### src/hdl/assert_macros.svh
// Assertion macros for the sorted key/value table RTL.
// Used by files that carry concurrent checks; needs clk_i and rst_ni in scope.
`ifndef ASSERT_MACROS_SVH
`define ASSERT_MACROS_SVH
`ifndef NO_ASSERTIONS
`define SKVT_ASSERT(lbl, prop) \
  lbl: assert property (@(posedge clk_i) disable iff (!rst_ni) (prop)) \
    else $error("assertion failed");
`define SKVT_ASSERT_NEXT(lbl, ante, cons) \
  lbl: assert property (@(posedge clk_i) disable iff (!rst_ni) (ante) |=> (cons)) \
    else $error("assertion failed");
`else
`define SKVT_ASSERT(lbl, prop)
`define SKVT_ASSERT_NEXT(lbl, ante, cons)
`endif
`endif

### src/hdl/skvt_pkg.sv
// Shared constants, operation and status codes and the cell control type
// for the sorted key/value table. No dependencies.
`timescale 1ns / 1ps
package skvt_pkg;

  localparam int Depth  = 64;
  localparam int IdxW   = $clog2(Depth);
  localparam int PosW   = IdxW + 1;
  localparam int KeyW   = 32;
  localparam int ValW   = 32;
  localparam int FuncW  = 3;
  localparam int StatW  = 2;

  localparam logic [FuncW-1:0] FUNC_LOWER_BOUND = 3'd0;
  localparam logic [FuncW-1:0] FUNC_INSERT      = 3'd1;
  localparam logic [FuncW-1:0] FUNC_ERASE       = 3'd2;
  localparam logic [FuncW-1:0] FUNC_READ        = 3'd3;
  localparam logic [FuncW-1:0] FUNC_WRITE       = 3'd4;
  localparam logic [FuncW-1:0] FUNC_CLEAR       = 3'd5;

  localparam logic [StatW-1:0] STAT_OK    = 2'd0;
  localparam logic [StatW-1:0] STAT_RANGE = 2'd1;
  localparam logic [StatW-1:0] STAT_FULL  = 2'd2;

  typedef enum logic [1:0] {
    CELL_HOLD,
    CELL_INSERT,
    CELL_ERASE,
    CELL_WRITE
  } cell_op_e;

  typedef struct packed {
    cell_op_e                op;
    logic [PosW-1:0]         pos;
    logic signed [KeyW-1:0]  key;
    logic [ValW-1:0]         value;
  } cell_ctrl_t;

endpackage

### src/hdl/skvt_cell.sv
// One entry of the key/value chain: holds a key and a value, shifts to or
// from its neighbors on insert and erase, compares its key. Uses skvt_pkg.
`timescale 1ns / 1ps
module skvt_cell (
  input  logic                            clk_i,
  input  logic [skvt_pkg::PosW-1:0]       idx_i,
  input  skvt_pkg::cell_ctrl_t            ctrl_i,
  input  logic signed [skvt_pkg::KeyW-1:0] prev_key_i,
  input  logic [skvt_pkg::ValW-1:0]       prev_val_i,
  input  logic signed [skvt_pkg::KeyW-1:0] next_key_i,
  input  logic [skvt_pkg::ValW-1:0]       next_val_i,
  output logic signed [skvt_pkg::KeyW-1:0] key_o,
  output logic [skvt_pkg::ValW-1:0]       val_o,
  output logic                            lt_o
);

  logic signed [skvt_pkg::KeyW-1:0] key_q, key_d;
  logic [skvt_pkg::ValW-1:0]        val_q, val_d;

  always_comb begin
    key_d = key_q;
    val_d = val_q;
    case (ctrl_i.op)
      skvt_pkg::CELL_INSERT: begin
        if (idx_i > ctrl_i.pos) begin
          key_d = prev_key_i;
          val_d = prev_val_i;
        end else if (idx_i == ctrl_i.pos) begin
          key_d = ctrl_i.key;
          val_d = ctrl_i.value;
        end
      end
      skvt_pkg::CELL_ERASE: begin
        if (idx_i >= ctrl_i.pos) begin
          key_d = next_key_i;
          val_d = next_val_i;
        end
      end
      skvt_pkg::CELL_WRITE: begin
        if (idx_i == ctrl_i.pos) begin
          val_d = ctrl_i.value;
        end
      end
      default: begin
      end
    endcase
  end

  always_ff @(posedge clk_i) begin
    key_q <= key_d;
    val_q <= val_d;
  end

  assign key_o = key_q;
  assign val_o = val_q;
  assign lt_o  = key_q < ctrl_i.key;

endmodule

### config.mk
export PLATFORM = sky130hd
export DESIGN_NAME = skvt_cell
export DESIGN_NICKNAME = d
export VERILOG_FILES = /design/src/hdl/assert_macros.svh /design/src/hdl/skvt_pkg.sv /design/src/hdl/skvt_cell.sv
export SDC_FILE = /design/constraint.sdc
export NUM_CORES = 1
export LEC_CHECK = 0
export ABC_AREA = 1
export BUFFER_PORTS_ARGS = -buffer_cell sky130_fd_sc_hd__buf_2
export CAP_MARGIN = 0
export CORE_ASPECT_RATIO = 0.6
export CORE_UTILIZATION = 25
export CTS_CLUSTER_DIAMETER = 120
export CTS_CLUSTER_SIZE = 30
export DETAILED_ROUTE_END_ITERATION = 6
export GPL_ROUTABILITY_DRIVEN = 0
export PLACE_DENSITY = 0.53
export REMOVE_ABC_BUFFERS = 1
export SKIP_CTS_REPAIR_TIMING = 1
export SLEW_MARGIN = 20
export SYNTH_ARGS = -nofsm -noshare
export SYNTH_HDL_FRONTEND = slang
export SYNTH_SLANG_ARGS = --single-unit
### constraint.sdc
create_clock -name clk_i -period 5.5 [get_ports clk_i]
set_input_delay 0.275 -clock clk_i [delete_from_list [all_inputs] [get_ports clk_i]]
set_output_delay 0.275 -clock clk_i [all_outputs]
set_load 0.05 [all_outputs]
# Word-level counts from Yosys, hierarchy flattened
# Index checks and enable logic that the tools add are counted.
# totals
out_inout_bits	65
wordCells	23
in_bits	209
register_bits	64
# classes
reduce_logical	4
muxes	8
n_eq_ne	6
n_lt_le_gt_ge	3
# ops
operator	count
two-way mux 32 bit	6
case mux 32 bit (3 select lines)	1
case mux 32 bit (2 select lines)	1
< comparator 32 bit	1
equality test 7 bit	1
>= comparator 7 bit	1
greater-than comparator 7 bit	1
equality test 2 bit (second input constant)	2
!= test 3 bit (second input constant)	1
AND reduction 3 bit	1
nonzero test 3 bit	1
equality test 2 x 1 -> 1 bit (second input constant)	1
!= test 2 bit (second input constant)	1
AND reduction 2 bit	1
nonzero test 2 bit	1

# Logic depth before layout (Yosys ltp)
# Gate-level depths: netlist (run 1).
# logic_depth
ltp_word	4
ltp_mapped	14
ltp_nobuf	14

# Least setup slack after synthesis (run 1)
# No wires, ideal clock.
# synth_path
path_type	input -> register
from	in ctrl_i[70] (netlist bit)
to	reg val_q, in the netlist val_o[0], enable pin
t_arrival_ns	2.906
path_buffers	1
setup_ns	0.432
t_required_ns	5.068
setup_slack_ns	2.162
path_stages	9
path_cell_list	inv_1 ha_1 nand2_1 nor2_2 nand2_1 o211ai_2 buf_2 nor3_1 a21oi_1
# synth_via
elab_chain_cells	3
# synth_lines
item	line	source
start: declaration	skvt_cell.sv:7	input skvt_pkg::cell_ctrl_t ctrl_i,
>= comparator 7 bit	skvt_cell.sv:34	if (idx_i >= ctrl_i.pos) begin
!= test 2 bit (no source line)	n/a	
AND reduction 2 bit (no source line)	n/a	
end signal: assignment	skvt_cell.sv:51	val_q <= val_d;
end: declaration	skvt_cell.sv:18	logic [skvt_pkg::ValW-1:0] val_q, val_d;
# No other way between the ends.
# A chain may end at the register's enable or synchronous reset.

# Worst setup path in the final report (run 1)
# layout_path
from	in ctrl_i[66] (netlist bit)
to	reg key_q, in the netlist key_o[8], data pin
# layout_via
elab_chain_cells	3
# layout_lines
item	line	source
greater-than comparator 7 bit	skvt_cell.sv:25	if (idx_i > ctrl_i.pos) begin
two-way mux 32 bit	skvt_cell.sv:25	
case mux 32 bit (2 select lines)	skvt_cell.sv:23	case (ctrl_i.op)
via key_d (one bit)	skvt_cell.sv:17	logic signed [skvt_pkg::KeyW-1:0] key_q, key_d;
end signal: assignment	skvt_cell.sv:50	key_q <= key_d;
end: declaration	skvt_cell.sv:17	
# The timed path passes the listed nets, and every way through them passes these cells.

==> metrics.md, run 1 <==
| Metric | Value |
|---|---|
| CTS tree | `done` |
| R2r endpoint | `val_o[17]$_DFFE_PP_` |
| Core Footprint | `20100 um^2` |
| Total grt overflow | `0` |
| DRC viols | `0` |
| Most frequent cells in the layout | `buf_2 (273), nand2_1 (203), inv_1 (65)` |
| Final Skew | `0 ps` |
| Inst Count DP | `1187` |
| Synth-to-layout area growth | `37.6%` |
| PwrDens | `302 nW/um^2` |
| Setup violators final | `0` |
| Required @ worst endpoint | `5580 ps` |
| Maximum VDD drop | `118 uV` |
| Synth Cell Area | `5130 um^2` |
| Number of global-route vias before repair | `5147` |
| Detailed Route Iter0 Violations | `266` |
| Largest net degree at the start of global routing | `76` |
| Setup CP Type | `input port to register` |
| Critical path peak fanout | `75` |
| Avg Inst Size Synth | `7.67 um^2` |
| Row count | `40` |
| DRT Pass-1 Iters | `5` |
| FF+latch count, synth | `64` |
| Clock Pin Slew Worst Setup and Hold Paths | `70 ps` |
| Max cap viols | `0` |
| Die area | `21100 um^2` |
| Worst slew pin tran | `994 ps` |
| Most common cell after layout, fill and taps aside | `buf_2` |
| Cells after Synth | `669` |
| RSZ-0062 raised after global routing | `no` |
| CP Launch Type | `input port` |
| Non-Filler Instances | `1205` |
| Synth warn | `0` |
| Die W | `187 um` |
| Crit path from | `ctrl_i[66]` |
| Worst reg-to-reg setup slack | `4360 ps` |
| TritonCTS Sinks | `64` |
| Total GRT Usage | `16.4%` |
| HPWL after DPL | `13.0 mm` |
| Fin. max-slew vios | `0` |
| Wire length of the first global-routing pass | `27.4 mm` |
| CTS root buf | `clkbuf_16` |
| Num ports | `274` |
| Period utilization | `54.7%` |
| Status | `finished, final reports clean` |
| Crit-path slowest cell | `buf_4` |
| Initial Utilization | `25.6%` |
| Cell Chain, Critical Path | `buf_2 -> inv_1 -> ha_1 -> nand2_1 -> nor2_1 -> nand2_4 -> nand2_4 -> buf_4 -> nand2_1 -> nand2_1 -> o21ai_0` |
| Largest stage delay on the critical path | `700 ps` |
| Die Ht | `113 um` |
| ANT nets after route | `0` |
| Final wirelength | `17.5 mm` |
| FF-to-FF path depth | `4` |
| Nets | `1176` |
| CTS H-tree depth | `3` |
| Clk buf depth | `2` |
| Antenna violations before repair | `3` |
| Leak | `3.79 nW` |
| Sequential fraction of the synthesis area | `37.5%` |
| Via count | `5329` |
| Worst path arrival time | `3090 ps` |
| Final min period | `3010 ps` |
| Total Neg Setup Slack | `0 ps` |
| End of the critical path | `key_o[8]$_DFFE_PP_` |
| Avg Vias per Cell | `4.42` |
| Port buffer count | `273` |
| Final Hold Vio Count | `0` |
| Relative slew slack | `33.6%` |
| Critical path capture point type | `register` |
| Share of cells above drive strength 1 | `34.8%` |
| Num CTS Buffers | `9` |
| Fillers | `2182` |
| Fmax | `332 MHz` |
| Clk Latency, worst-skew pair | `320 ps` |
| Worst min-delay path category | `input port to register` |
| Netlist cell types | `24` |
| Routed WL per cell | `14.5 um` |
| RR Startpoint | `val_o[17]$_DFFE_PP_` |
| Most used cell, CP | `nand2_1` |
## kinds of logic after synthesis
group                      after synthesis  synth area share, %
and+or+nand+nor                        351                 29.9
muxes                                   32                 6.24
adders and majority gates               41                 10.0
buffers and inverters                   99                 8.20
AOI/OAI and AO/OA                       82                 8.24
DFF                                     64                 37.5
## cell type report
| cell class | count | area (um^2) | area share (%) |
|---|---|---|---|
| diodes | 1 | 2.50 | 0.0355 |
| clock buffers | 9 | 225 | 3.19 |
| repair buffers | 280 | 1440 | 20.4 |
| well taps | 273 | 342 | 4.84 |
| flip-flops and latches | 64 | 1920 | 27.2 |
| inverters | 65 | 244 | 3.46 |
| clock inverters | 7 | 71.3 | 1.01 |
| multi-input cells | 506 | 2810 | 39.8 |
## metal layers
layer	share of wire (%)	vias to the layer above	track usage [%]	wire length [um]
met5	0.074	-	0	13
met4	0.87	2	3.39	153
met3	7.6	13	4.90	1330
met2	41	196	24.5	7090
met1	51	2395	23.3	8910
li1	-	2723	-	-
## flip-flops by register name (all words and copies together), names as in the netlist
name	flops
val_o	32
key_o	32
## cells in the mapped netlist
library cell / number / share of area, %
o211ai_1: 1 / 0.15
nor2_2: 1 / 0.12
nor3_1: 4 / 0.39
edfxtp_1: 64 / 37
nand3b_1: 21 / 3.1
a21oi_1: 20 / 2.0
o211ai_2: 1 / 0.24
nand4_1: 2 / 0.24
clkbuf_1: 19 / 1.4
nand2_1: 203 / 15
o21ai_1: 9 / 0.88
o21a_1: 1 / 0.15
buf_4: 3 / 0.44
nand3_1: 44 / 4.3
nand2_4: 2 / 0.44
ha_1: 41 / 10
mux2i_1: 32 / 6.2
inv_1: 65 / 4.8
buf_1: 2 / 0.15
or2_2: 21 / 2.6
buf_6: 4 / 0.88
buf_2: 6 / 0.59
o21ai_0: 50 / 4.9
nor2_1: 53 / 3.9
## power breakdown
group / switching (W) / internal [W] / leakage, nW
registers: 0.0000471 / 0.000649 / 0.621
logic: 0.000594 / 0.000251 / 3.03
clock network: 0.000239 / 0.000351 / 0.139
total: 0.000880 / 0.00125 / 3.79
## through the flow
step                      total power (W)  instance area [um^2]  hold slack, ps  util, %  setup slack (ps)
after floorplan                   0.00128                  4950             466        -              1540
after global placement            0.00155                  6730             561     33.5              2190
after detailed placement          0.00155                  6730             565     33.5              2150
after CTS                         0.00216                  7030             208     35.0              2510
after global routing              0.00226                  7050             224     35.1              2260
final                             0.00213                  7060             223     35.2              2490
## worst min path at each step
stage / startpoint / end / slack [ps] / depth (start not counted)
3_3_place_gp: next_key_i[23] / key_o[23]$_DFFE_PP_ / 560 / 3
3_5_place_dp: next_key_i[18] / key_o[18]$_DFFE_PP_ / 570 / 3
6_report: next_key_i[0] / key_o[0]$_DFFE_PP_ / 220 / 3
5_1_grt: next_key_i[3] / key_o[3]$_DFFE_PP_ / 220 / 3
2_1_floorplan: next_key_i[0] / key_o[0]$_DFFE_PP_ / 470 / 2
4_1_cts: next_key_i[2] / key_o[2]$_DFFE_PP_ / 210 / 3
## worst max-delay path, delay by kind of cell
kind / cells / cell delay (ps)
adder cells (fa/ha/maj): 1 / 270
AND/OR/NAND/NOR: 6 / 1530
buffers and inverters: 3 / 830
AO/OA/AOI/OAI: 1 / 80
(Power assumes the default switching activity.)
==> run 2: changes to the inputs <==
- PLACE_DENSITY: 0.53 -> 0.54
- clock period: 5.5 -> 2.5 ns (I/O delays scaled with it)
==> metrics.md, run 2 (synthesis gave the netlist of run 1 again) <==
| Metric | Value |
|---|---|
| Status | `finished, final reports clean` |
| CTS root buf | `clkbuf_16` |
| Most frequent cells in the layout | `buf_2 (273), nand2_1 (203), inv_1 (65)` |
| Final Hold Vio Count | `0` |
| Max cap viols | `0` |
| HPWL after DPL | `13.4 mm` |
| ANT nets after route | `0` |
| Critical path capture point type | `primary output` |
| CP Launch Type | `register` |
| Period utilization | `90.5%` |
| Hold Path Depth | `3` |
| Worst path arrival time | `2140 ps` |
| Port buffer count | `273` |
| Wire length of the first global-routing pass | `27.3 mm` |
| DRT Pass-1 Iters | `5` |
| Num ports | `274` |
| Row count | `40` |
| Worst slew pin tran | `634 ps` |
| Clk Latency, worst-skew pair | `330 ps` |
| Routed WL per cell | `14.5 um` |
| Largest net degree at the start of global routing | `69` |
| Synth-to-layout area growth | `39.6%` |
| Final non-filler cell area | `7160 um^2` |
| DRC viols | `0` |
| Clock Pin Slew Worst Setup and Hold Paths | `60 ps` |
| Die Ht | `113 um` |
| Detailed Route Iter0 Violations | `245` |
| Antenna violations before repair | `2` |
| Worst hold start | `next_key_i[1]` |
| Share of cells above drive strength 1 | `34.9%` |
| Core Footprint | `20100 um^2` |
| Die W | `187 um` |
| Fmax | `442 MHz` |
| Total GRT Usage | `16.4%` |
| Relative slew slack | `57.6%` |
| Final wirelength | `17.6 mm` |
| Setup violators final | `0` |
| Number of global-route vias before repair | `5088` |
| Final Skew | `0 ps` |
| Final min period | `2260 ps` |
| RSZ-0062 raised after global routing | `no` |
| Critical path peak fanout | `2` |
| Hold Path End | `key_o[1]$_DFFE_PP_` |
| FF-to-FF path depth | `4` |
| CTS tree | `done` |
| Setup CP Type | `register to primary output` |
| Leak | `3.84 nW` |
| Most common cell after layout, fill and taps aside | `buf_2` |
| CTS H-tree depth | `3` |
| Inst Count DP | `1195` |
| Overall power | `0.00475 W` |
| Worst min-delay path category | `input port to register` |
| Initial Utilization | `25.6%` |
| R2r endpoint | `val_o[13]$_DFFE_PP_` |
| Nets | `1183` |
| Num CTS Buffers | `9` |
| Non-Filler Instances | `1211` |
| Required @ worst endpoint | `2380 ps` |
| Fin. max-slew vios | `0` |
| Smallest hold slack | `67.1 ps` |
| DP Area | `6860 um^2` |
| Die area | `21100 um^2` |
| RR Startpoint | `val_o[13]$_DFFE_PP_` |
| Final Util | `35.7%` |
| Clk buf depth | `2` |
| PwrDens | `664 nW/um^2` |
| Via count | `5281` |
| Avg Vias per Cell | `4.36` |
| Total grt overflow | `0` |
| Worst reg-to-reg setup slack | `1270 ps` |
| TritonCTS Sinks | `64` |
| Maximum VDD drop | `259 uV` |
## run 2: worst max-delay path by stage
stage	end	start	cells after the start	slack (ps)
finish	lt_o	key_o[15]$_DFFE_PP_	12	240
global route	lt_o	key_o[31]$_DFFE_PP_	10	30
CTS	lt_o	key_o[15]$_DFFE_PP_	12	210
detailed placement	val_o[23]$_DFFE_PP_	idx_i[2]	11	310
global placement	val_o[3]$_DFFE_PP_	ctrl_i[70]	8	400
floorplan	val_o[0]$_DFFE_PP_	ctrl_i[71]	5	-1310
## run 2: area by class of cell
class,count,area [um^2]
Tap cell,273,342
Clock buffer,9,225
Antenna cell,1,2.50
Timing Repair Buffer,287,1530
Fill cell,2151,12900
Inverter,65,244
Clock inverter,6,75.1
Multi-Input combinational cell,506,2820
Sequential cell,64,1920
## run 2: report_power, final
part           internal (W)  switching (W)  total, W  leakage [nW]
sequential          0.00143       0.000101   0.00153         0.621
clock              0.000855       0.000481   0.00134         0.145
combinational      0.000574        0.00132   0.00189          3.08
total               0.00286        0.00190   0.00475          3.84
## run 2: worst max-delay path, cell delays in order (launching register included)
cell and delay [ps]:
edfxtp_1 400, ha_1 310, nand2_1 70, inv_1 50
nand3_1 80, nor3_1 160, nand2_1 70, nand2_1 140
nand2_1 100, nand2_1 70, nand2_1 50, nand2_1 50
buf_2 260
## run 2: metrics by stage
stage	TNS [ps]	setup WS, ps
detailed placement	0	315
floorplan	-67350	-1310
finish	0	237
CTS	0	207
global route	0	31.5
global placement	0	398
## run 2: routing by layer
layer | GRT usage, % | up-vias | part of all wire, %
li1 | - | 2741 | -
met1 | 23.2 | 2331 | 51
met2 | 24.3 | 195 | 41
met3 | 4.99 | 12 | 7.3
met4 | 3.99 | 2 | 0.80
met5 | 0 | - | 0.074
==> run 3: changes to the inputs <==
- CORE_UTILIZATION: 25 -> 28
- PLACE_DENSITY: 0.54 -> 0.59
==> metrics.md, run 3 (synthesis gave the netlist of run 1 again) <==
| Metric | Value |
|---|---|
| Row count | `37` |
| Routed WL per cell | `14.0 um` |
| Leak | `3.82 nW` |
| Die Ht | `107 um` |
| DP Area | `6750 um^2` |
| Worst path arrival time | `2190 ps` |
| TritonCTS Sinks | `64` |
| Most common cell after layout, fill and taps aside | `buf_2` |
| Required @ worst endpoint | `2380 ps` |
| DRT Pass-1 Iters | `5` |
| Number of global-route vias before repair | `5098` |
| Largest net degree at the start of global routing | `71` |
| Clock Pin Slew Worst Setup and Hold Paths | `60 ps` |
| Final non-filler cell area | `7070 um^2` |
| Share of cells above drive strength 1 | `34.9%` |
| Status | `finished, final reports clean` |
| Critical path peak fanout | `2` |
| Setup violators final | `0` |
| Synth-to-layout area growth | `37.7%` |
| Total grt overflow | `0` |
| Hold Path Depth | `3` |
| Period utilization | `92.4%` |
| CTS H-tree depth | `3` |
| HPWL after DPL | `12.6 mm` |
| Via count | `5249` |
| Antenna diode count | `0` |
| Die W | `177 um` |
| Detailed Route Iter0 Violations | `263` |
| Fin. max-slew vios | `0` |
| Smallest hold slack | `76.9 ps` |
| Clk Latency, worst-skew pair | `330 ps` |
| PwrDens | `670 nW/um^2` |
| Core Footprint | `17500 um^2` |
| Initial Utilization | `29.2%` |
| Final Skew | `0 ps` |
| Total GRT Usage | `17.7%` |
| Max cap viols | `0` |
| Final min period | `2310 ps` |
| RSZ-0062 raised after global routing | `no` |
| CTS root buf | `clkbuf_16` |
| Clk buf depth | `2` |
| Fillers | `1854` |
| Avg Vias per Cell | `4.49` |
| Worst slew pin tran | `934 ps` |
| Fmax | `433 MHz` |
| Final wirelength | `16.4 mm` |
| Antenna violations before repair | `1` |
| Final Hold Vio Count | `0` |
| Die area | `18900 um^2` |
| FF-to-FF path depth | `4` |
| Port buffer count | `273` |
| Wire length of the first global-routing pass | `26.0 mm` |
| CP Launch Type | `register` |
| Worst min-delay path category | `input port to register` |
| Relative slew slack | `37.6%` |
| Num CTS Buffers | `9` |
| Maximum VDD drop | `321 uV` |
| Most frequent cells in the layout | `buf_2 (272), nand2_1 (203), inv_1 (65)` |
| Nets | `1181` |
| Num ports | `274` |
| CTS tree | `done` |
| DRC viols | `0` |
| Critical path capture point type | `primary output` |
| ANT nets after route | `0` |
| Setup CP Type | `register to primary output` |
==> run 3: cell type report <==
type | count | area (um^2) | share of cell area [%]
flip-flops and latches | 64 | 1920 | 27.2
well taps | 234 | 293 | 4.14
repair buffers | 285 | 1480 | 21.0
clock buffers | 9 | 225 | 3.19
multi-input cells | 506 | 2810 | 39.8
inverters | 65 | 244 | 3.45
clock inverters | 7 | 86.3 | 1.22
==> run 3: report_power, final <==
group          switching, W  total, W  internal, W
clock network      0.000471   0.00133     0.000862
logic               0.00131   0.00187     0.000562
registers         0.0000995   0.00153      0.00143
==> run 3: stage by stage <==
stage / setup slack, ps / setup TNS [ps] / utilization (%) / total power (W) / cells
3_3_place_gp: 241 / 0 / 38.5 / 0.00341 / 1154
4_1_cts: 122 / 0 / 40.3 / 0.00480 / 1170
2_1_floorplan: -1310 / -67350 / - / 0.00282 / 635
3_5_place_dp: 266 / 0 / 38.5 / 0.00342 / 1154
5_1_grt: 12.2 / 0 / 40.3 / 0.00504 / 1170
6_report: 189 / 0 / 40.3 / 0.00473 / 1170
==> run 3: critical path, cell delays in order (launching register included) <==
cell and delay [ps]:
edfxtp_1 380, ha_1 300, a21oi_1 160, nor2_1 50, nor3_1 190, nand2_1 90
nand2_1 60, nand2_1 130, nand2_1 120, nand2_1 60, nand2_1 50, nand2_1 70
buf_4 190
==> run 3: final timing paths <==
check,from,endpoint,slack [ps]
max,key_o[5]$_DFFE_PP_,lt_o,190
min,next_key_i[13],key_o[13]$_DFFE_PP_,80
max reg2reg,val_o[28]$_DFFE_PP_,val_o[28]$_DFFE_PP_,1400
min reg2reg,val_o[19]$_DFFE_PP_,val_o[19]$_DFFE_PP_,710
==> run 3: per-layer routing <==
metal	routed length, um	share of wire [%]	global-route usage, %
met5	13	0.079	0
met4	94	0.57	3.51
met3	1110	6.7	4.79
met2	6760	41	26.7
met1	8430	51	25.1
