**config.mk**
```make
export PLATFORM = sky130hd
export DESIGN_NAME = skvt_search
export DESIGN_NICKNAME = d
export VERILOG_FILES = /design/src/hdl/assert_macros.svh /design/src/hdl/skvt_pkg.sv /design/src/hdl/skvt_search.sv
export SDC_FILE = /design/constraint.sdc
export NUM_CORES = 1
export LEC_CHECK = 0
export ABC_AREA = 1
export BUFFER_PORTS_ARGS = -buffer_cell sky130_fd_sc_hd__buf_2
export CAP_MARGIN = 20
export CORE_MARGIN = 2
export CORE_UTILIZATION = 55
export DETAILED_ROUTE_END_ITERATION = 10
export GPL_ROUTABILITY_DRIVEN = 0
export GPL_TIMING_DRIVEN = 0
export PLACE_DENSITY = 0.8
export SYNTH_ARGS = -nofsm -noshare
export SYNTH_HDL_FRONTEND = slang
export SYNTH_SLANG_ARGS = --single-unit
```
**constraint.sdc**
```tcl
create_clock -name clk_i -period 7.45 [get_ports clk_i]
set_input_delay 1.49 -clock clk_i [delete_from_list [all_inputs] [get_ports clk_i]]
set_output_delay 1.49 -clock clk_i [all_outputs]
set_load 0.05 [all_outputs]
```
**src/hdl/assert_macros.svh**
```systemverilog
// Assertion macros for the sorted key/value table RTL.
// Used by files that carry concurrent checks; needs clk_i and rst_ni in scope.
`ifndef ASSERT_MACROS_SVH
`define ASSERT_MACROS_SVH
`ifndef NO_ASSERTIONS
`define SKVT_ASSERT(lbl, prop) \
  lbl: assert property (@(posedge clk_i) disable iff (!rst_ni) (prop)) \
    else $error("assertion failed");
`define SKVT_ASSERT_NEXT(lbl, ante, cons) \
  lbl: assert property (@(posedge clk_i) disable iff (!rst_ni) (ante) |=> (cons)) \
    else $error("assertion failed");
`else
`define SKVT_ASSERT(lbl, prop)
`define SKVT_ASSERT_NEXT(lbl, ante, cons)
`endif
`endif

```
**src/hdl/skvt_pkg.sv**
```systemverilog
// Shared constants, operation and status codes and the cell control type
// for the sorted key/value table. No dependencies.
`timescale 1ns / 1ps
package skvt_pkg;

  localparam int Depth  = 64;
  localparam int IdxW   = $clog2(Depth);
  localparam int PosW   = IdxW + 1;
  localparam int KeyW   = 32;
  localparam int ValW   = 32;
  localparam int FuncW  = 3;
  localparam int StatW  = 2;

  localparam logic [FuncW-1:0] FUNC_LOWER_BOUND = 3'd0;
  localparam logic [FuncW-1:0] FUNC_INSERT      = 3'd1;
  localparam logic [FuncW-1:0] FUNC_ERASE       = 3'd2;
  localparam logic [FuncW-1:0] FUNC_READ        = 3'd3;
  localparam logic [FuncW-1:0] FUNC_WRITE       = 3'd4;
  localparam logic [FuncW-1:0] FUNC_CLEAR       = 3'd5;

  localparam logic [StatW-1:0] STAT_OK    = 2'd0;
  localparam logic [StatW-1:0] STAT_RANGE = 2'd1;
  localparam logic [StatW-1:0] STAT_FULL  = 2'd2;

  typedef enum logic [1:0] {
    CELL_HOLD,
    CELL_INSERT,
    CELL_ERASE,
    CELL_WRITE
  } cell_op_e;

  typedef struct packed {
    cell_op_e                op;
    logic [PosW-1:0]         pos;
    logic signed [KeyW-1:0]  key;
    logic [ValW-1:0]         value;
  } cell_ctrl_t;

endpackage

```
**src/hdl/skvt_search.sv**
```systemverilog
// Bisection unit for lower bound: latches the per-cell less-than flags and
// halves the interval one step per cycle. Uses skvt_pkg.
`timescale 1ns / 1ps
module skvt_search (
  input  logic                         clk_i,
  input  logic                         rst_ni,
  input  logic                         start_i,
  input  logic [skvt_pkg::Depth-1:0]   lt_i,
  input  logic [skvt_pkg::PosW-1:0]    fill_i,
  output logic                         busy_o,
  output logic                         done_o,
  output logic [skvt_pkg::PosW-1:0]    result_o
);

  logic [skvt_pkg::Depth-1:0] lt_q;
  logic [skvt_pkg::PosW-1:0]  lo_q, hi_q, mid;
  logic                       busy_q;

  assign mid = lo_q + ((hi_q - lo_q) >> 1);

  always_ff @(posedge clk_i or negedge rst_ni) begin
    if (!rst_ni) begin
      busy_q <= 1'b0;
      lo_q   <= '0;
      hi_q   <= '0;
    end else if (start_i) begin
      busy_q <= 1'b1;
      lo_q   <= '0;
      hi_q   <= fill_i;
    end else if (busy_q) begin
      if (lo_q < hi_q) begin
        if (lt_q[mid[skvt_pkg::IdxW-1:0]]) begin
          lo_q <= mid + 1'b1;
        end else begin
          hi_q <= mid;
        end
      end else begin
        busy_q <= 1'b0;
      end
    end
  end

  always_ff @(posedge clk_i) begin
    if (start_i) begin
      lt_q <= lt_i;
    end
  end

  assign busy_o   = busy_q;
  assign done_o   = busy_q && (lo_q >= hi_q);
  assign result_o = lo_q;

endmodule

```
======== After elaboration in Yosys (flattened, before gate mapping) ========
Index checks and enable logic that the tools add are counted.
word-level totals
  output and inout bits ................... 9
  bits in registers ....................... 79
  word-level logic and storage cells ...... 30
  input bits .............................. 74
cells by class
  order comparisons ....................... 3
  mux-type cells .......................... 13
  add/subtract/negate cells ............... 3
  equality and inequality tests ........... 1
  reductions and logical operators ........ 6
operator list
  kind                 count
  $mux 7               8
  $add 7x1->7 const B  1
  $add 7x6->7          1
  $ge 7x7->1           1
  $lt 6x7->1 const B   1
  $lt 7x7->1           1
  $sub 7x7->7          1
  $bmux 1 s6           1
  $reduce_and 3->1     2
  $reduce_bool 2->1    3
  $mux 1               4
  $ne 2x2->1 const B   1
  $logic_and 1x1->1    1

======== Longest topological paths before layout ========
Gate-level depths: netlist of the first run.
  depth after elaboration ................. 8
  depth in mapped cells ................... 22
  mapped depth without buffers ............ 22

======== Worst setup path after synthesis of the first run ========
Ideal clock, no wire load.
  path type ............................... register -> output
  start ................................... register lo_q (netlist bit result_o[1])
  end ..................................... output port done_o
  slack ................................... 3695 ps
  required time ........................... 5960 ps
  stages on the path, launching flop included .. 8
  data arrival time ....................... 2265 ps
  cells stage by stage .................... dfrtp_1 inv_1 ha_1 nand3_1 nand2_1 nand4_1 nand2_1 a21oi_1
between the ends
  cells in the longest elaborated chain, start to end .. 2
ends and longest elaborated chain
  element                   line               RTL
  start: declaration        skvt_search.sv:16  logic [skvt_pkg::PosW-1:0] lo_q, hi_q, mid;
  start signal: assignment  skvt_search.sv:33  lo_q <= mid + 1'b1;
  $ge 7x7->1                skvt_search.sv:50  assign done_o = busy_q && (lo_q >= hi_q);
  $logic_and 1x1->1         skvt_search.sv:50
  end: declaration          skvt_search.sv:11  output logic done_o,
No other way between the ends.

======== Worst setup path in the final report of the first run ========
  start ................................... register lo_q (netlist bit result_o[0])
  end ..................................... register hi_q[6] in the netlist's numbering
between the ends
  cells in the longest elaborated chain, start to end .. 6
ends and longest elaborated chain
  element                                                             line                                  RTL
  $sub 7x7->7                                                         skvt_search.sv:19                     assign mid = lo_q + ((hi_q - lo_q) >> 1);
  $add 7x6->7                                                         skvt_search.sv:19
  $bmux 1 s6 / $mux 7 (equally long branches)                         skvt_search.sv:32                     if (lt_q[mid[skvt_pkg::IdxW-1:0]]) begin
  $mux 1 (not written as such) / $mux 7 (equally long branches)       skvt_search.sv:32, skvt_search.sv:31
  $ne 2x2->1 (no source line) / $mux 7 (equally long branches)        --
  $reduce_and 3->1 (no source line) / $mux 7 (equally long branches)  --
  end signal: assignment                                              skvt_search.sv:29                     hi_q <= fill_i;
  end signal: assignment                                              skvt_search.sv:35                     hi_q <= mid;
  end: declaration                                                    skvt_search.sv:16
Parallel ways exist; a longest one is shown, timed or not. The select of a mux whose other input is x is not followed.
A chain may end at the register's enable or synchronous reset.

==> results of run 1 <==
final cells by class:
type,instances,share of cell area (%)
sequential,79,46.8
multi-input combinational,295,33.4
timing repair buffer,83,8.77
clock buffer,9,2.52
tap,99,2.52
inverter,28,2.14
clock inverter,7,1.99
buffer,15,1.89
worst paths after layout:
path | to | slack (ns) | cells past startpoint
max | hi_q[6]$_DFFE_PN0P_ | 3.82 | 18
min | hi_q[4]$_DFFE_PN0P_ | 0.54 | 2
max reg2reg | hi_q[6]$_DFFE_PN0P_ | 3.82 | 18
min reg2reg | hi_q[4]$_DFFE_PN0P_ | 0.54 | 2
max in group asynchronous | result_o[1]$_DFFE_PN0P_ | 6.15 | 1
min in group asynchronous | busy_o$_DFF_PN0_ | 1.03 | 1
logic make-up (layout without fill, tap and decap cells):
logic type	Yosys count	in the layout	synth area share [%]
buffers and inverters	43	142	4.78
flip-flops	79	79	55.6
adder cells (fa/ha/maj)	16	16	5.21
XOR/XNOR	10	10	2.30
AO/OA/AOI/OAI	20	20	2.54
AND/OR/NAND/NOR	249	249	29.6
worst register-to-register path, delay by kind of cell, from the launching register on:
family        cells  cell delay (ns)
buf+inv           4             0.69
fa+ha+maj         4             1.41
flops             1             0.47
simple gates     10             1.00
sequential cells by signal (all words and copies together) (netlist names):
name / cells
lt_q: 64
hi_q: 7
result_o: 7
busy_o: 1
through the flow:
step | instance area [sq um] | utilization (%)
floorplan | 4130 | -
global placement | 4670 | 64.4
detailed placement | 4690 | 64.6
CTS | 4910 | 67.7
global route | 4910 | 67.7
finish | 4910 | 67.7
cell usage in the layout, fill, tap and decap left out, types with 2 or more instances in the layout:
cell type and instances:
nand2_1 142, dfrtp_1 15, buf_4 3, clkbuf_8 9
nand3_4 3, inv_8 3, ha_1 14, fa_1 2
nand4_1 14, nand2_8 2, o21ai_0 6, nand3_2 11
xor2_1 6, inv_1 25, a21oi_1 11, xnor2_1 3
nor2_1 8, inv_2 3, buf_2 90, clkbuf_1 2
edfxtp_1 64, nand2_2 2, buf_6 2, nand3_1 61
layer usage:
layer | wire, microns | vias up | share of wire (%) | GRT usage (%)
met5 | 0 | - | 0 | 0
met4 | 95 | 0 | 1.1 | 5.51
met3 | 495 | 11 | 5.6 | 4.42
met2 | 4440 | 112 | 51 | 39.0
met1 | 3740 | 1512 | 43 | 30.6
li1 | - | 1611 | - | -
==> reports/qor.txt, run 1 <==
Area contributors post-synth - edfxtp_1 46%, nand2_1 13%, dfrtp_1 9.1%, nand3_1 7.4%, ha_1 4.2%
Most frequent CP cell - nand2_1
HP Start - hi_q[4]$_DFFE_PN0P_
DIE AREA - 0.00823 sq mm
Synthesis-to-finish area growth - 18.8%
Total GRT Usage - 23.0%
DR pass1 iterations - 4
Final hold viol count - 0
Status - finished, final reports clean
Final setup margin - 3.82 ns
TritonCTS clock tree - yes
Synth Net Count - 507
Core area - 0.00725 sq mm
Skew final - 0.0142 ns
DRC Markers - 0
Post-DRT Antenna Nets - 0
Clock slew at the register clock pins of the worst setup and hold paths - 0.09 ns
Hold Buf Count CTS - 0
Setup violators final - 0
Final TNS setup - 0 ns
Resized Gates After CTS - 0
Grt ovf - 0
Warnings from Yosys - 0
Multi-input gate area - 0.00164 sq mm
Clock sinks - 79
Crit-path leading delay family - adder cells
Post-synthesis cell type count - 32
Vias post-DR - 3246
Num rows - 31
Crit. End Element - flip-flop
Post-CTS Setup Inserts - 0
Max-slew violations - 0
Avg Inst Size Synth - 9.91 sq um
Largest net degree at the start of global routing - 39
Fin crit share - 48.7%
Vias in the first global route - 3262
Initial core utilization - 57.0%
Fin cells - 615
Post-Syn Instances - 417
Crit path buf inv count - 4
Post-synth ARST share - 19.0%
CP cell instances - ha_1 > inv_1 > fa_1 > ha_1 > fa_1 > buf_2 > inv_2 > buf_4 > nand3_1 > nand2_1 > nand2_1 > nand3_1 > nand3_2 > nand3_4 > nand3_4 > nand2_4 > nand2_1 > nand2_1
Crit path max fanout - 10
Yosys reg bits - 79
Vias per cell - 5.28
Ant diodes - 0
Register area share after synthesis - 55.6%
Final min period - 3.63 ns
Largest area contributor in the synthesized netlist - edfxtp_1
Max Cap Viol - 0
Most frequent cell after synthesis - nand2_1
Ports - 83
Place WS - 3.89 ns
Drt wl/cell - 14.3 microns
Post-synth top cells - 142 x nand2_1, 64 x edfxtp_1, 61 x nand3_1
Register Area - 0.00230 sq mm
Critical Path Start Type - flip-flop
Tightest Pin Transition - 0.839 ns
Fmax - 276 MHz
RSZ-0062 raised after global routing - false
Clock latency on the worst-skew pair - 0.36 ns
Mapped Area - 0.00413 sq mm
Crit path DAT - 3.92 ns
Reg-to-reg critical path startpoint - result_o[0]$_DFFE_PN0P_
Final wirelength - 8780 microns
Tightest Hold Check Type - reg2reg
Port Buffers - 82
Initial antenna violation count - 0
Slew margin rel. - 44.0%
DP Wirelength - 6450 microns
H-tree Lvls - 3
Max clock buf depth - 2
Die Span X - 90.7 microns
Crit path launch - result_o[0]$_DFFE_PN0P_
Fin nets - 601
Final hold slack - 0.536 ns
# fillers - 573
Die H - 90.7 microns
Placed cell count - 599
Post-synth top area share - 46.5%
Num CTS Buffers - 9
CP max stage cell - fa_1
CTS root buf - clkbuf_8
CP Data Required Time - 7.75 ns
CP Class - reg2reg
First-pass GRT wire length - 15000 microns
Post-synth EDFFs - 64
Layout cell share with drive strength beyond 1 - 26.7%
DRT iter0 DRCs - 232
Top_reg_cell synth - edfxtp_1
Max incr delay on CP - 0.49 ns
Power of run 1 is not shown: default switching activity piles up to over one toggle a cycle in this logic, so the estimate is an artifact.
==> run 2: changes to the inputs <==
Clock period 7.45 ns to 3.75 ns, I/O delays scaled along.
==> run 2 against run 1 <==
Compared with the run above:
- hold slack got worse by 0.24 ns
- clock-buffer cell count did not move
- maximum frequency rose by 2.9%
- cell count did not move
- largest cell class unchanged
- via count fell by 0.55%
- global-route usage did not move
- wire length rose by 0.18%
- non-clock buffer count did not move
- critical path depth did not move
- die area did not move
- register-to-register slack got worse by 3.6 ns
- highest routed layer unchanged
- design area rose by 0.18%
==> reports/qor.txt, run 2 (synthesis gave the netlist of run 1 again) <==
Max clock buf depth - 2
Max-slew violations - 0
Die Span X - 90.7 microns
Ant diodes - 0
Slew margin rel. - 44.2%
Final TNS setup - 0 ns
DR pass1 iterations - 4
DRT iter0 DRCs - 253
Vias per cell - 5.25
Die H - 90.7 microns
Hold Buf Count CTS - 0
Crit path DAT - 3.82 ns
Commonest cells after routing, fill and taps aside - 142 x nand2_1, 88 x buf_2, 64 x edfxtp_1, 61 x nand3_1, 25 x inv_1
Fin nets - 601
Total GRT Usage - 23.0%
DRC Markers - 0
Port Buffers - 82
Post-CTS Setup Inserts - 0
Status - finished, final reports clean
Largest register by flop count - lt_q
R2R setup slack - 0.22 ns
Initial antenna violation count - 0
Final wirelength - 8790 microns
Critical Path Start Type - flip-flop
Vias post-DR - 3228
Crit path max fanout - 10
Core area - 0.00725 sq mm
Tightest Hold Check Type - in2async
CP Data Required Time - 4.05 ns
Register Area - 0.00230 sq mm
RSZ-0062 raised after global routing - false
Tightest Pin Transition - 0.838 ns
Skew final - 0.0141 ns
H-tree Lvls - 3
Grt ovf - 0
Clock slew at the register clock pins of the worst setup and hold paths - 0.09 ns
Flip-flop count of the largest register after layout - 64
Synthesis-to-finish area growth - 19.0%
Layout cell share with drive strength beyond 1 - 26.9%
Initial core utilization - 57.0%
CTS root buf - clkbuf_8
TritonCTS clock tree - yes
Num rows - 31
DIE AREA - 0.00823 sq mm
Fin crit share - 94.0%
Fmax - 284 MHz
# fillers - 572
Multi-input gate area - 0.00164 sq mm
Setup violators final - 0
Drt wl/cell - 14.3 microns
Final min period - 3.53 ns
Max Cap Viol - 0
Post-DRT Antenna Nets - 0
Crit. End Element - flip-flop
Ports - 83
Commonest non-fill, non-tap cell in the layout - nand2_1
Num CTS Buffers - 9
Vias in the first global route - 3262
Clock sinks - 79
Final hold viol count - 0
CP Class - reg2reg
DP Wirelength - 6450 microns
First-pass GRT wire length - 15000 microns
Largest net degree at the start of global routing - 39
Clock latency on the worst-skew pair - 0.36 ns
run 2: layout make-up:
type	count	share of cell area [%]
Clock inverter	7	1.98
Timing Repair Buffer	83	8.75
Buffer	15	1.98
Inverter	28	2.19
Clock buffer	9	2.52
Sequential cell	79	46.7
Multi-Input combinational cell	295	33.3
Tap cell	99	2.52
run 2: repair_timing:
| item | CTS | global route |
|---|---|---|
| endpoints found under the hold margin | 0 | 0 |
| gates resized for setup | 0 | 4 |
| setup endpoints to repair | 0 | 7 |
run 2: worst max-delay path, stage by stage, from the launching register on:
cell and delay [ns]:
dfrtp_2 0.46, ha_1 0.21, inv_1 0.08, fa_1 0.44, ha_1 0.25, fa_1 0.49
clkbuf_4 0.21, inv_4 0.13, buf_4 0.20, nand3_1 0.11, nand2_1 0.10, nand2_1 0.05
nand3_1 0.10, nand3_2 0.11, nand3_4 0.12, nand3_4 0.14, nand2_4 0.13, nand2_1 0.07
nand2_1 0.07
run 2: final timing paths:
path                                         startpoint                      end  cells past startpoint
min in group clk_i                  hi_q[4]$_DFFE_PN0P_      hi_q[4]$_DFFE_PN0P_                      2
worst max register to register  result_o[0]$_DFFE_PN0P_      hi_q[6]$_DFFE_PN0P_                     18
worst max-delay path            result_o[0]$_DFFE_PN0P_      hi_q[6]$_DFFE_PN0P_                     18
worst min-delay path                             rst_ni         busy_o$_DFF_PN0_                      1
max in group asynchronous                        rst_ni  result_o[0]$_DFFE_PN0P_                      1
worst min register to register      hi_q[4]$_DFFE_PN0P_      hi_q[4]$_DFFE_PN0P_                      2
run 2: routing by layer:
metal  track usage (%)  vias to the layer above  share of wire (%)  wire length (microns)
li1                  -                     1614                  -                      -
met1              30.6                     1508                 43                   3760
met2              39.0                       96                 51                   4450
met3              4.42                       10                5.5                    483
met4              5.51                        0                1.1                     95
met5                 0                        -                  0                      0
run 2: through the flow:
stage | worst slack, ns | std cells | instance area [sq um] | util [%] | hold WS [ns]
3_5_place_dp | 0.189 | 599 | 4690 | 64.6 | 0.517
6_report | 0.225 | 615 | 4920 | 67.8 | 0.296
2_1_floorplan | 0.397 | 417 | 4130 | - | 0.454
4_1_cts | 0.144 | 615 | 4910 | 67.7 | 0.292
5_1_grt | 0.0227 | 615 | 4920 | 67.8 | 0.306
3_3_place_gp | 0.255 | 598 | 4670 | 64.4 | 0.498
Power of run 2 is left out for the same reason.
==> run 3: changes to the inputs <==
Settings changed: CELL_PAD_IN_SITES_DETAIL_PLACEMENT from default to 0, CELL_PAD_IN_SITES_GLOBAL_PLACEMENT from default to 2, CORE_UTILIZATION 55 to 34, PLACE_DENSITY 0.8 to default, PLACE_DENSITY_LB_ADDON from default to 0.1.
==> run 3 against run 2 <==
Compared with the run above:
- maximum frequency is 0.68% higher
- global-route usage is 6.6 points lower
- setup slack better by 0.024 ns
- first-iteration DRC count is 42% lower
- critical path depth is 1 lower
- largest cell class unchanged
- highest routed layer unchanged
==> reports/qor.txt, run 3 (synthesis gave the netlist of run 1 again) <==
Ant diodes - 0
Largest net degree at the start of global routing - 36
Clock sinks - 79
Crit. End Element - flip-flop
CP cell instances - ha_1 > inv_1 > fa_1 > ha_1 > fa_1 > clkbuf_4 > buf_2 > nand3_1 > nand2_1 > nand2_1 > nand3_1 > nand3_2 > nand3_4 > nand3_4 > nand2_4 > nand2_1 > nand2_1
Flip-flop count of the largest register after layout - 64
Final wirelength - 9680 microns
Synthesis-to-finish area growth - 21.7%
Max clock buf depth - 2
# fillers - 1188
DP Wirelength - 7230 microns
Hold Buf Count CTS - 0
Max-slew violations - 0
Vias per cell - 4.71
Crit path max fanout - 10
CP Class - reg2reg
Setup violators final - 0
Commonest non-fill, non-tap cell in the layout - nand2_1
Tightest Pin Transition - 0.743 ns
TritonCTS clock tree - yes
Die H - 114 microns
Fin nets - 601
Post-CTS Setup Inserts - 0
DRT iter0 DRCs - 146
Skew final - 0.00452 ns
Final min period - 3.50 ns
Ports - 83
CP max stage cell - fa_1
Final hold viol count - 0
Crit path buf inv count - 3
Initial core utilization - 34.6%
Die Span X - 114 microns
DR pass1 iterations - 4
RSZ-0062 raised after global routing - false
Vias in the first global route - 3158
Num CTS Buffers - 9
Most frequent CP cell - nand2_1
Port Buffers - 82
Crit-path leading delay family - adder cells
Drt wl/cell - 14.6 microns
Layout cell share with drive strength beyond 1 - 26.2%
Max incr delay on CP - 0.53 ns
Slew margin rel. - 50.4%
Fin crit share - 93.4%
CP Data Required Time - 4.03 ns
Fmax - 286 MHz
Final TNS setup - 0 ns
Max Cap Viol - 0
Largest register by flop count - lt_q
Crit path DAT - 3.78 ns
Vias post-DR - 3120
Commonest cells after routing, fill and taps aside - 142 x nand2_1, 89 x buf_2, 64 x edfxtp_1, 61 x nand3_1, 25 x inv_1
Post-DRT Antenna Nets - 0
Num rows - 40
H-tree Lvls - 3
CTS root buf - clkbuf_16
First-pass GRT wire length - 16000 microns
DRC Markers - 0
Tightest Hold Check Type - in2async
DIE AREA - 0.0131 sq mm
Initial antenna violation count - 0
Clock slew at the register clock pins of the worst setup and hold paths - 0.06 ns
Final hold slack - 0.311 ns
Core area - 0.0120 sq mm
Critical Path Start Type - flip-flop
Grt ovf - 0
Total GRT Usage - 16.3%
Clock latency on the worst-skew pair - 0.34 ns
Status - finished, final reports clean
-- run 3: changes by cell type in the layout (fill, tap and decap cells not counted), moves of 2 or more --
| cell | previous run | this run |
|---|---|---|
| clkbuf_8 | 9 | 0 |
| clkbuf_16 | 0 | 9 |
| clkbuf_1 | 2 | 5 |
| clkinv_2 | 0 | 2 |
| inv_8 | 3 | 0 |
-- run 3: timing repair --
action,CTS,global route
hold endpoints to repair,0,0
setup endpoints to repair,0,14
gates resized for setup,0,4
-- run 3: final cells by class --
cell class | count | area [sq um] | share of cell area, %
Sequential cell | 79 | 2300 | 45.7
Multi-Input combinational cell | 295 | 1660 | 33.0
Timing Repair Buffer | 83 | 430 | 8.56
Clock buffer | 12 | 236 | 4.70
Tap cell | 147 | 184 | 3.66
Inverter | 28 | 108 | 2.14
Buffer | 15 | 95.1 | 1.89
Clock inverter | 4 | 22.5 | 0.448
-- run 3: worst paths after layout --
check	cells past startpoint	endpoint	slack (ns)	from
max in group asynchronous	1	hi_q[3]$_DFFE_PN0P_	3.18	rst_ni
setup / recovery	17	hi_q[4]$_DFFE_PN0P_	0.25	result_o[0]$_DFFE_PN0P_
hold reg to reg	2	hi_q[0]$_DFFE_PN0P_	0.53	hi_q[0]$_DFFE_PN0P_
min in group clk_i	2	hi_q[0]$_DFFE_PN0P_	0.53	hi_q[0]$_DFFE_PN0P_
setup reg to reg	17	hi_q[4]$_DFFE_PN0P_	0.25	result_o[0]$_DFFE_PN0P_
hold / removal	1	result_o[2]$_DFFE_PN0P_	0.31	rst_ni
-- run 3: through the flow --
step / cell area (sq um) / instances / util (%) / setup WS (ns)
final: 5030 / 663 / 42.1 / 0.249
after global routing: 5030 / 663 / 42.1 / 0.0138
after CTS: 5010 / 663 / 41.9 / 0.0931
after detailed placement: 4750 / 647 / 39.7 / 0.118
after global placement: 4730 / 646 / 39.5 / 0.0936
after floorplan: 4130 / 417 / - / 0.397
-- run 3: routing by layer --
layer	track usage [%]	part of all wire [%]	wire (microns)	up-vias
met1	22.1	49	4770	1423
li1	-	-	-	1618
met4	6.34	1.7	164	0
met3	4.34	4.2	409	12
met5	0	0	0	-
met2	25.1	45	4330	67
Power of run 3 is left out for the same reason.
